### src/rtl/ffc_pkg.sv
package ffc_pkg;

	typedef enum logic [1:0] {
		CMD_H2S = 2'd0,
		CMD_S2H = 2'd1,
		CMD_B2S = 2'd2,
		CMD_S2B = 2'd3
	} cmd_t;

	typedef enum logic [1:0] {
		HC_ZERO,
		HC_SUB,
		HC_SPECIAL,
		HC_NORM
	} hclass_t;

	typedef enum logic [2:0] {
		NC_NAN,
		NC_INF,
		NC_NORM,
		NC_SUB,
		NC_ZERO
	} nclass_t;

	localparam int unsigned OP_W = 32;
	localparam int unsigned IN_TDATA_W = 40;

	localparam logic [15:0] EXP16_ALL = 16'h7c00;
	localparam logic [9:0] QUIET16 = 10'h200;
	localparam logic [15:0] QUIET_BF = 16'h0040;
	localparam logic [7:0] REBIAS = 8'd112;
	localparam logic [7:0] EXP32_ALL = 8'hff;
	localparam logic [7:0] HALF_OVF_EXP = 8'd142;
	localparam logic [7:0] HALF_NORM_EXP = 8'd113;
	localparam logic [7:0] HALF_SUB_EXP = 8'd102;
	localparam logic [7:0] SUB_SHIFT_BASE = 8'd125;
	localparam logic [4:0] SUB_SHIFT_MIN = 5'd13;

	typedef struct packed {
		cmd_t cmd;
		logic [OP_W-1:0] op;
		hclass_t hclass;
		logic [3:0] lz;
		nclass_t nclass;
		logic [4:0] sh_m1;
	} dec_t;

	typedef struct packed {
		cmd_t cmd;
		logic [OP_W-1:0] base;
		logic inc;
	} rnd_t;

	typedef struct packed {
		cmd_t cmd;
		logic [OP_W-1:0] result;
	} res_t;

endpackage

### src/rtl/float_format_converter.sv
// Floating-point format converter between binary16, binary32 and bfloat16.
// Each transfer on the slave channel carries a command and a 32-bit operand;
// each transfer on the master channel carries one converted bit pattern.
// Sixteen-bit sources are taken from the low half of the operand, and
// sixteen-bit results sit in the low half of the result with the rest zero.
// The block is a three-stage pipeline: classification, then alignment and
// the rounding decision, then the rounding increment and the output
// register. A result passes through the classification, rounding and output
// registers before it reaches the master channel, and one transfer per cycle
// is sustained in both directions while the receiver keeps tready high.
// When the receiver holds tready low with a result waiting, the
// whole pipeline holds and s_axis_tready drops; items already in flight are
// kept and none is lost or repeated. s_axis_tready is high whenever the
// output register is empty, even while earlier items are still in flight.
// Reset clears the valid bits of every stage, so the master channel is idle
// and the block is ready straight after reset.
module float_format_converter (
	input  logic clk,
	input  logic arst_n,
	input  logic s_axis_tvalid,
	output logic s_axis_tready,
	// [1:0] command, [33:2] operand_bits, [39:34] zero
	input  logic [ffc_pkg::IN_TDATA_W-1:0] s_axis_tdata,
	output logic m_axis_tvalid,
	input  logic m_axis_tready,
	// [31:0] result_bits
	output logic [ffc_pkg::OP_W-1:0] m_axis_tdata
);
	import ffc_pkg::*;

	logic en;
	logic valid_s1;
	logic valid_s2;
	logic valid_s3;
	dec_t dec_s1;
	rnd_t rnd_s2;
	res_t res_s3;
	cmd_t in_cmd;

	assign en = !valid_s3 || m_axis_tready;
	assign s_axis_tready = en;
	assign in_cmd = cmd_t'(s_axis_tdata[1:0]);

	ffc_decode u_decode (
		.clk(clk),
		.arst_n(arst_n),
		.en(en),
		.in_valid(s_axis_tvalid),
		.in_cmd(in_cmd),
		.in_op(s_axis_tdata[OP_W+1:2]),
		.valid_s1(valid_s1),
		.dec_s1(dec_s1)
	);

	ffc_round u_round (
		.clk(clk),
		.arst_n(arst_n),
		.en(en),
		.valid_s1(valid_s1),
		.dec_s1(dec_s1),
		.valid_s2(valid_s2),
		.rnd_s2(rnd_s2)
	);

	ffc_pack u_pack (
		.clk(clk),
		.arst_n(arst_n),
		.en(en),
		.valid_s2(valid_s2),
		.rnd_s2(rnd_s2),
		.valid_s3(valid_s3),
		.res_s3(res_s3)
	);

	assign m_axis_tvalid = valid_s3;
	assign m_axis_tdata = res_s3.result;

	a_ready_when_empty: assert property (@(posedge clk) disable iff (!arst_n)
		!valid_s3 |-> s_axis_tready)
		else $error("input stalled with an empty output register");

	a_accept_enters: assert property (@(posedge clk) disable iff (!arst_n)
		(s_axis_tvalid && s_axis_tready) |=> valid_s1)
		else $error("accepted transfer did not enter the first stage");

	a_narrow_upper_zero: assert property (@(posedge clk) disable iff (!arst_n)
		(valid_s3 && (res_s3.cmd == CMD_S2H || res_s3.cmd == CMD_S2B))
			|-> (res_s3.result[31:16] == 16'd0))
		else $error("narrowed result has nonzero upper half");

	a_widen_low_zero: assert property (@(posedge clk) disable iff (!arst_n)
		(valid_s3 && (res_s3.cmd == CMD_H2S || res_s3.cmd == CMD_B2S))
			|-> (res_s3.result[12:0] == 13'd0))
		else $error("widened result has nonzero low fraction bits");

endmodule

### src/rtl/ffc_decode.sv
module ffc_decode (
	input  logic clk,
	input  logic arst_n,
	input  logic en,
	input  logic in_valid,
	input  ffc_pkg::cmd_t in_cmd,
	input  logic [ffc_pkg::OP_W-1:0] in_op,
	output logic valid_s1,
	output ffc_pkg::dec_t dec_s1
);
	import ffc_pkg::*;

	dec_t dec_d;
	logic [4:0] h_ex;
	logic [9:0] h_fr;
	logic [7:0] s_ex;
	logic s_fr_nz;
	logic [7:0] sh_full;

	always_comb begin
		h_ex = in_op[14:10];
		h_fr = in_op[9:0];
		s_ex = in_op[30:23];
		s_fr_nz = |in_op[22:0];
		sh_full = SUB_SHIFT_BASE - s_ex;

		dec_d.cmd = in_cmd;
		dec_d.op = in_op;

		// Leading-zero count of the half fraction; the highest set bit wins.
		dec_d.lz = 4'd0;
		for (int i = 0; i < 10; i++) begin
			if (h_fr[i]) begin
				dec_d.lz = 4'(9 - i);
			end
		end

		if (h_ex == 5'd0) begin
			dec_d.hclass = (h_fr == 10'd0) ? HC_ZERO : HC_SUB;
		end else if (h_ex == 5'h1f) begin
			dec_d.hclass = HC_SPECIAL;
		end else begin
			dec_d.hclass = HC_NORM;
		end

		dec_d.sh_m1 = SUB_SHIFT_MIN;
		if (s_ex == EXP32_ALL) begin
			dec_d.nclass = s_fr_nz ? NC_NAN : NC_INF;
		end else if (s_ex > HALF_OVF_EXP) begin
			dec_d.nclass = NC_INF;
		end else if (s_ex >= HALF_NORM_EXP) begin
			dec_d.nclass = NC_NORM;
		end else if (s_ex >= HALF_SUB_EXP) begin
			dec_d.nclass = NC_SUB;
			dec_d.sh_m1 = sh_full[4:0];
		end else begin
			dec_d.nclass = NC_ZERO;
		end
	end

	always_ff @(posedge clk or negedge arst_n) begin
		if (!arst_n) begin
			valid_s1 <= 1'b0;
		end else if (en) begin
			valid_s1 <= in_valid;
		end
	end

	always_ff @(posedge clk) begin
		if (en) begin
			dec_s1 <= dec_d;
		end
	end

endmodule

### src/rtl/ffc_round.sv
module ffc_round (
	input  logic clk,
	input  logic arst_n,
	input  logic en,
	input  logic valid_s1,
	input  ffc_pkg::dec_t dec_s1,
	output logic valid_s2,
	output ffc_pkg::rnd_t rnd_s2
);
	import ffc_pkg::*;

	rnd_t rnd_d;
	logic [31:0] op;
	logic [9:0] h_fr;
	logic [9:0] fn_sh;
	logic [7:0] w_exp;
	logic [22:0] s_fr;
	logic [23:0] sig;
	logic [23:0] sig_sh;
	logic [9:0] rf;
	logic [9:0] nan_fr;
	logic [4:0] re;
	logic guard;
	logic sticky;

	always_comb begin
		op = dec_s1.op;
		h_fr = op[9:0];
		fn_sh = h_fr << dec_s1.lz;
		w_exp = REBIAS - {4'd0, dec_s1.lz};
		s_fr = op[22:0];
		sig = {1'b1, s_fr};
		sig_sh = (sig >> dec_s1.sh_m1) >> 1;
		nan_fr = (s_fr[22:13] == 10'd0) ? 10'd1 : s_fr[22:13];
		re = 5'(op[30:23] - REBIAS);
		rf = 10'd0;
		guard = 1'b0;
		sticky = 1'b0;

		rnd_d.cmd = dec_s1.cmd;
		rnd_d.base = '0;
		rnd_d.inc = 1'b0;

		unique case (dec_s1.cmd)
			CMD_H2S: begin
				unique case (dec_s1.hclass)
					HC_ZERO: rnd_d.base = {op[15], 31'd0};
					HC_SUB: rnd_d.base = {op[15], w_exp, fn_sh[8:0], 1'b0, 13'd0};
					HC_SPECIAL: rnd_d.base = {op[15], EXP32_ALL, h_fr, 13'd0};
					HC_NORM: rnd_d.base = {op[15], {3'd0, op[14:10]} + REBIAS, h_fr, 13'd0};
					default: rnd_d.base = '0;
				endcase
			end
			CMD_S2H: begin
				unique case (dec_s1.nclass)
					NC_NAN: begin
						rnd_d.base = {16'd0, op[31] | EXP16_ALL[15], EXP16_ALL[14:10],
							nan_fr | QUIET16};
					end
					NC_INF: rnd_d.base = {16'd0, op[31], EXP16_ALL[14:0]};
					NC_NORM: begin
						rf = s_fr[22:13];
						guard = s_fr[12];
						sticky = |s_fr[11:0];
						rnd_d.base = {16'd0, op[31], re, rf};
					end
					NC_SUB: begin
						rf = sig_sh[9:0];
						guard = sig[dec_s1.sh_m1];
						sticky = |(sig & ((24'd1 << dec_s1.sh_m1) - 24'd1));
						rnd_d.base = {16'd0, op[31], 5'd0, rf};
					end
					NC_ZERO: rnd_d.base = {16'd0, op[31], 15'd0};
					default: rnd_d.base = '0;
				endcase
				rnd_d.inc = guard & (sticky | rf[0]);
			end
			CMD_B2S: rnd_d.base = {op[15:0], 16'd0};
			CMD_S2B: begin
				if (dec_s1.nclass == NC_NAN) begin
					rnd_d.base = {16'd0, op[31:16] | QUIET_BF};
				end else begin
					rnd_d.base = {16'd0, op[31:16]};
					rnd_d.inc = op[15] & ((|op[14:0]) | op[16]);
				end
			end
			default: rnd_d.base = '0;
		endcase
	end

	always_ff @(posedge clk or negedge arst_n) begin
		if (!arst_n) begin
			valid_s2 <= 1'b0;
		end else if (en) begin
			valid_s2 <= valid_s1;
		end
	end

	always_ff @(posedge clk) begin
		if (en) begin
			rnd_s2 <= rnd_d;
		end
	end

endmodule

### src/rtl/ffc_pack.sv
module ffc_pack (
	input  logic clk,
	input  logic arst_n,
	input  logic en,
	input  logic valid_s2,
	input  ffc_pkg::rnd_t rnd_s2,
	output logic valid_s3,
	output ffc_pkg::res_t res_s3
);
	import ffc_pkg::*;

	res_t res_d;

	// The increment carries from fraction into exponent, which gives the
	// smallest normal or infinity exactly where rounding runs over.
	always_comb begin
		res_d.cmd = rnd_s2.cmd;
		res_d.result = {rnd_s2.base[31:16], rnd_s2.base[15:0] + {15'd0, rnd_s2.inc}};
	end

	always_ff @(posedge clk or negedge arst_n) begin
		if (!arst_n) begin
			valid_s3 <= 1'b0;
		end else if (en) begin
			valid_s3 <= valid_s2;
		end
	end

	always_ff @(posedge clk) begin
		if (en) begin
			res_s3 <= res_d;
		end
	end

endmodule
### config.mk
export PLATFORM = sky130hd
export DESIGN_NAME = float_format_converter
export DESIGN_NICKNAME = d
export VERILOG_FILES = /design/src/rtl/ffc_pkg.sv /design/src/rtl/float_format_converter.sv /design/src/rtl/ffc_decode.sv /design/src/rtl/ffc_round.sv /design/src/rtl/ffc_pack.sv
export SDC_FILE = /design/constraint.sdc
export NUM_CORES = 1
export LEC_CHECK = 0
export BUFFER_PORTS_ARGS = -buffer_cell sky130_fd_sc_hd__buf_4
export CORE_MARGIN = 5
export CORE_UTILIZATION = 64
export DETAILED_ROUTE_END_ITERATION = 10
export PLACE_DENSITY = 0.93
export SETUP_SLACK_MARGIN = 0.2
export SLEW_MARGIN = 20
export SYNTH_ARGS = -nofsm -noshare
export SYNTH_HDL_FRONTEND = slang
export SYNTH_SLANG_ARGS = --single-unit
### constraint.sdc
create_clock -name clk -period 10.32 [get_ports clk]
set_input_delay 1.032 -clock clk [delete_from_list [all_inputs] [get_ports clk]]
set_output_delay 1.032 -clock clk [all_outputs]
set_load 0.01 [all_outputs]
# Yosys cells after proc, flatten, opt, wreduce, memory -nomap -nowiden
# Cells that the tools add are included.
[totals]
out_inout_bits = 34
elab_cells = 94
reg_bits = 116
in_bits = 44
[op_classes]
n_reduce_logical = 16
n_bitwise = 6
n_mux = 32
magnitude_cmp = 4
shift = 3
n_addsub = 6
eq_ne = 12
[ops]
columns = ["op", "n"]
rows = [
  ["case mux 32 bit (4 select lines)", 2],
  ["case mux 16 bit (5 select lines)", 1],
  ["AND 24 bit", 1],
  ["two-way mux 3 bit", 8],
  ["OR reduction 24 bit", 1],
  ["left shift 1 x 5 -> 24 bit (first input constant)", 1],
  ["right shift 24 x 5 -> 11 bit", 1],
  ["subtractor 24 x 1 -> 24 bit (second input constant)", 1],
  ["OR reduction 23 bit", 1],
  ["logical NOT 10 bit", 2],
  ["adder 16 x 1 -> 16 bit", 1],
  ["greater-or-equal comparator 8 x 7 -> 1 bit (second input constant)", 2],
  ["OR reduction 15 bit", 1],
  ["OR reduction 12 bit", 1],
  ["left shift 10 x 4 -> 9 bit", 1],
  ["two-way mux 1 bit", 9],
  ["two-way mux 9 bit", 1],
  ["adder 5 x 7 -> 8 bit (second input constant)", 1],
  ["equality test 2 bit (second input constant)", 4],
  ["equality test 8 bit (second input constant)", 1],
  ["greater-than comparator 8 bit (second input constant)", 1],
  ["two-way mux 4 bit", 2],
  ["case mux 1 bit (2 select lines)", 4],
  ["OR reduction 4 bit", 2],
  ["other kinds (22)", 29],
]

# Longest topological paths before layout
[logic_depth]
ltp_word = 9
ltp_mapped = 12
ltp_nobuf = 9

# Cells and area by module
# A second synthesis with hierarchy kept.
[hier_totals]
hier_cells = 638
area_unflattened_um2 = 7030.5
[modules_own_cells]
columns = ["module", "cells_each", "area_each_um2", "seq_area_each_um2", "instances"]
rows = [
  ["ffc_round", 455, 3856.2, 1076.0, 1],
  ["ffc_decode", 101, 1798.0, 1466.4, 1],
  ["ffc_pack", 81, 1370.1, 1046.0, 1],
  ["float_format_converter", 1, 6.3, 0.0, 1],
]

# Worst setup path before layout
# No wires, ideal clock.
[synth_timing]
path_type = "input to output"
from = "input port m_axis_tready"
to = "output port s_axis_tready"
required_ns = 9.288
arrival_time_ns = 3.901
path_stages = 1
path_slack_ns = 5.387
n_path_buf = 0
cell_sequence = "nand2b_1"
[synth_between]
elab_chain_cells = 1
[synth_rtl]
columns = ["element", "line_no", "rtl"]
rows = [
  ["start, declared", "float_format_converter.sv:25", "input logic m_axis_tready,"],
  ["logical OR 1 bit", "float_format_converter.sv:40", "assign en = !valid_s3 || m_axis_tready;"],
  ["end, declared", "float_format_converter.sv:21", "output logic s_axis_tready,"],
]
# No other way between the ends.

==> metrics <==
area leader, netlist edfxtp_1; CTS sink cnt roughly 120; clock latency on the worst-skew pair 0.53 ns; Worst-path clk slew 0.06 ns; Critical Path, Cell by Cell or2_1, or3_1, ha_1, nor3b_1, a32oi_1, o22ai_1, a2111oi_0, and4b_1, nor2_1; port bufs roughly 70; dpl cell area 7310 um^2; Initial Utilization ~66%; Critical Path Sink Type flip-flop; main area contributors after synthesis edfxtp_1 50%, mux4_2 5.0%, mux2i_1 4.1%; WL/cell 22.3 um; mapped cell area 6770 um^2; final hold vios 0; worst setup margin a little under 7 ns; row count 37; Peak VDD IR between 150 and 200 uV; Crit Path Class reg2reg; DR vias 5,417; setup TNS 0 ns; Core Util, Final 76.2%; GRT overflow 0; area grow syn2layout 16.1%; initial antenna violation count 0; routability-driven placement congestion ratio 0.988; n_diodes 0; Post CTS Setup Buffer Count 0; vias per inst 6.79; HP Class in2async; Worst Path Arrival 3.84 ns; Synth top area share 50.1%; Avg Inst Size Synth about 11 um^2; Critical Path Max Stage Delay 0.86 ns; CTS tree yes; post-synthesis sequential area ratio 51.2%; root buffer cell clkbuf_8; Synth async-reset ratio 2.59%; status finished clean; Layout fillers 671; Syn Inst Count roughly 600; num ports 78; post-synthesis register bit count 116; most frequent cells in the layout 113 x edfxtp_1, 77 x buf_4, 42 x nand2_1; final wirelength 17,800 um; Max Cap Viol 0; drt pass-1 iters 5; ANT nets after route 0; Most used DFF post-synth edfxtp_1; Final period util 34.5%; CP startpoint kind flip-flop; HPWL Detailed 11,900 um; clock skew 0.00991 ns; Post-CTS Resized 0; Die Height between 100 and 150 um; Die Area about 13,000 um^2; minimum clock period 3.56 ns; pwr dens roughly 210 nW/um^2; Final Cell Area about 8000 um^2; cts hold-fix bufs 0; vias in the first global route 5,195; worst endpoint required time roughly 11 ns; Crit Path Max Fanout 25; layout cells sized above 1 a little over a fifth; Max Slew Vio Count 0; slowest CP cell edfxtp_1; synth warn 0; RSZ-0062 raised after global routing no; post-synth net total 648; flop2flop setup slack around 6.8 ns; post-synth cell types 70; Overall Power 1.63 mW; H-tree depth 4; first-pass GRT wire length 28,000 um; dpl ws 6.89 ns; most common cell after layout, fill and taps aside edfxtp_1; total CTS buffers 17; final setup vio count 0; all-layer global routing usage 28.4%; Die W 113 um; Slew @ Worst Pin 0.909 ns; Slew Limit Headroom approximately two fifths; Leakage 2.95 nW; Initial DRC Count approximately 760; largest net degree at the start of global routing between 70 and 80; number of nets in the layout 698; CTS max path bufs 2; Max Fclk 281 MHz; number of flops mapped to enable cells by yosys roughly 110; Core Box Area 10,300 um^2; drt drc 0
## layer usage
layer / GRT usage, % / wire length (um) / vias up
met1: 38.1 / 7090 / 2566
met2: 44.7 / 8390 / 365
met3: 6.74 / 1720 / 53
met4: 11.8 / 572 / 0
li1: - / - / 2433
met5: 0 / 0 / -
## state kept, by name, indices dropped and copies added, names as in the netlist
register / flops
u_round.rnd_s2: 33
u_pack.valid_s3: 1
u_round.valid_s2: 1
u_decode.valid_s1: 1
u_decode.dec_s1: 48
u_pack.res_s3: 32
## report_power, final
part	leakage (nW)	internal, mW	switching [mW]
combinational	1.50	0.155	0.178
sequential	1.19	0.647	0.0981
clock	0.258	0.342	0.212
## worst paths after layout
| check | startpoint | end | cells past startpoint |
|---|---|---|---|
| min reg2reg | u_round.rnd_s2[27] | u_pack.res_s3[26] | 0 |
| max reg2reg | u_decode.dec_s1[4] | u_round.rnd_s2[0] | 9 |
| min | arst_n | u_decode.valid_s1 | 1 |
| max in group asynchronous | arst_n | u_pack.valid_s3 | 1 |
| max | u_decode.dec_s1[4] | u_round.rnd_s2[0] | 9 |
| min in group clk | u_round.rnd_s2[27] | u_pack.res_s3[26] | 0 |
## synth_stat cells (5+ instances only)
library cell / instances
edfxtp_1: 113
nand2_1: 42
nor2_1: 39
o21ai_0: 31
mux2i_1: 28
clkbuf_1: 27
a21oi_1: 20
nand3_1: 19
inv_1: 18
mux4_2: 15
a22oi_1: 13
o211ai_1: 13
xnor2_1: 13
nand4_1: 12
nor3_1: 12
nand2b_1: 11
nor4_1: 11
buf_2: 10
mux2_2: 9
nor2b_1: 9
and3_1: 8
a22o_1: 7
and2_1: 7
a31oi_1: 6
xor2_1: 6
ha_1: 5
o21ai_1: 5
o22ai_1: 5
## stage by stage
step	cells	hold slack, ns
2_1_floorplan	599	0.400
3_3_place_gp	766	0.401
3_5_place_dp	766	0.405
4_1_cts	798	0.264
5_1_grt	798	0.264
6_report	798	0.283
## cell families (layout without fill, tap and decap cells)
family | after synthesis | count (layout) | share of synthesized area [%]
simple gates | 193 | 193 | 14.9
fa+ha+maj | 6 | 6 | 1.07
flops | 116 | 116 | 51.2
compound gates | 145 | 145 | 15.0
buf+inv | 66 | 129 | 4.40
mux | 54 | 54 | 11.0
xor+xnor | 19 | 19 | 2.46
## cell type report
cell class / count / area [um^2] / area share [%]
Clock buffer: 19 / 422 / 5.36
Multi-Input combinational cell: 417 / 3020 / 38.4
Inverter: 20 / 75.1 / 0.955
Timing Repair Buffer: 77 / 578 / 7.35
Clock inverter: 13 / 134 / 1.70
Tap cell: 136 / 170 / 2.16
Sequential cell: 116 / 3470 / 44.1
## worst max-delay path, delay by kind of cell (launching register included)
| family | cells | cell delay, ns |
|---|---|---|
| compound gates | 3 | 0.81 |
| fa+ha+maj | 1 | 0.63 |
| simple gates | 5 | 1.01 |
| flops | 1 | 0.86 |
(Power assumes the default switching activity.)
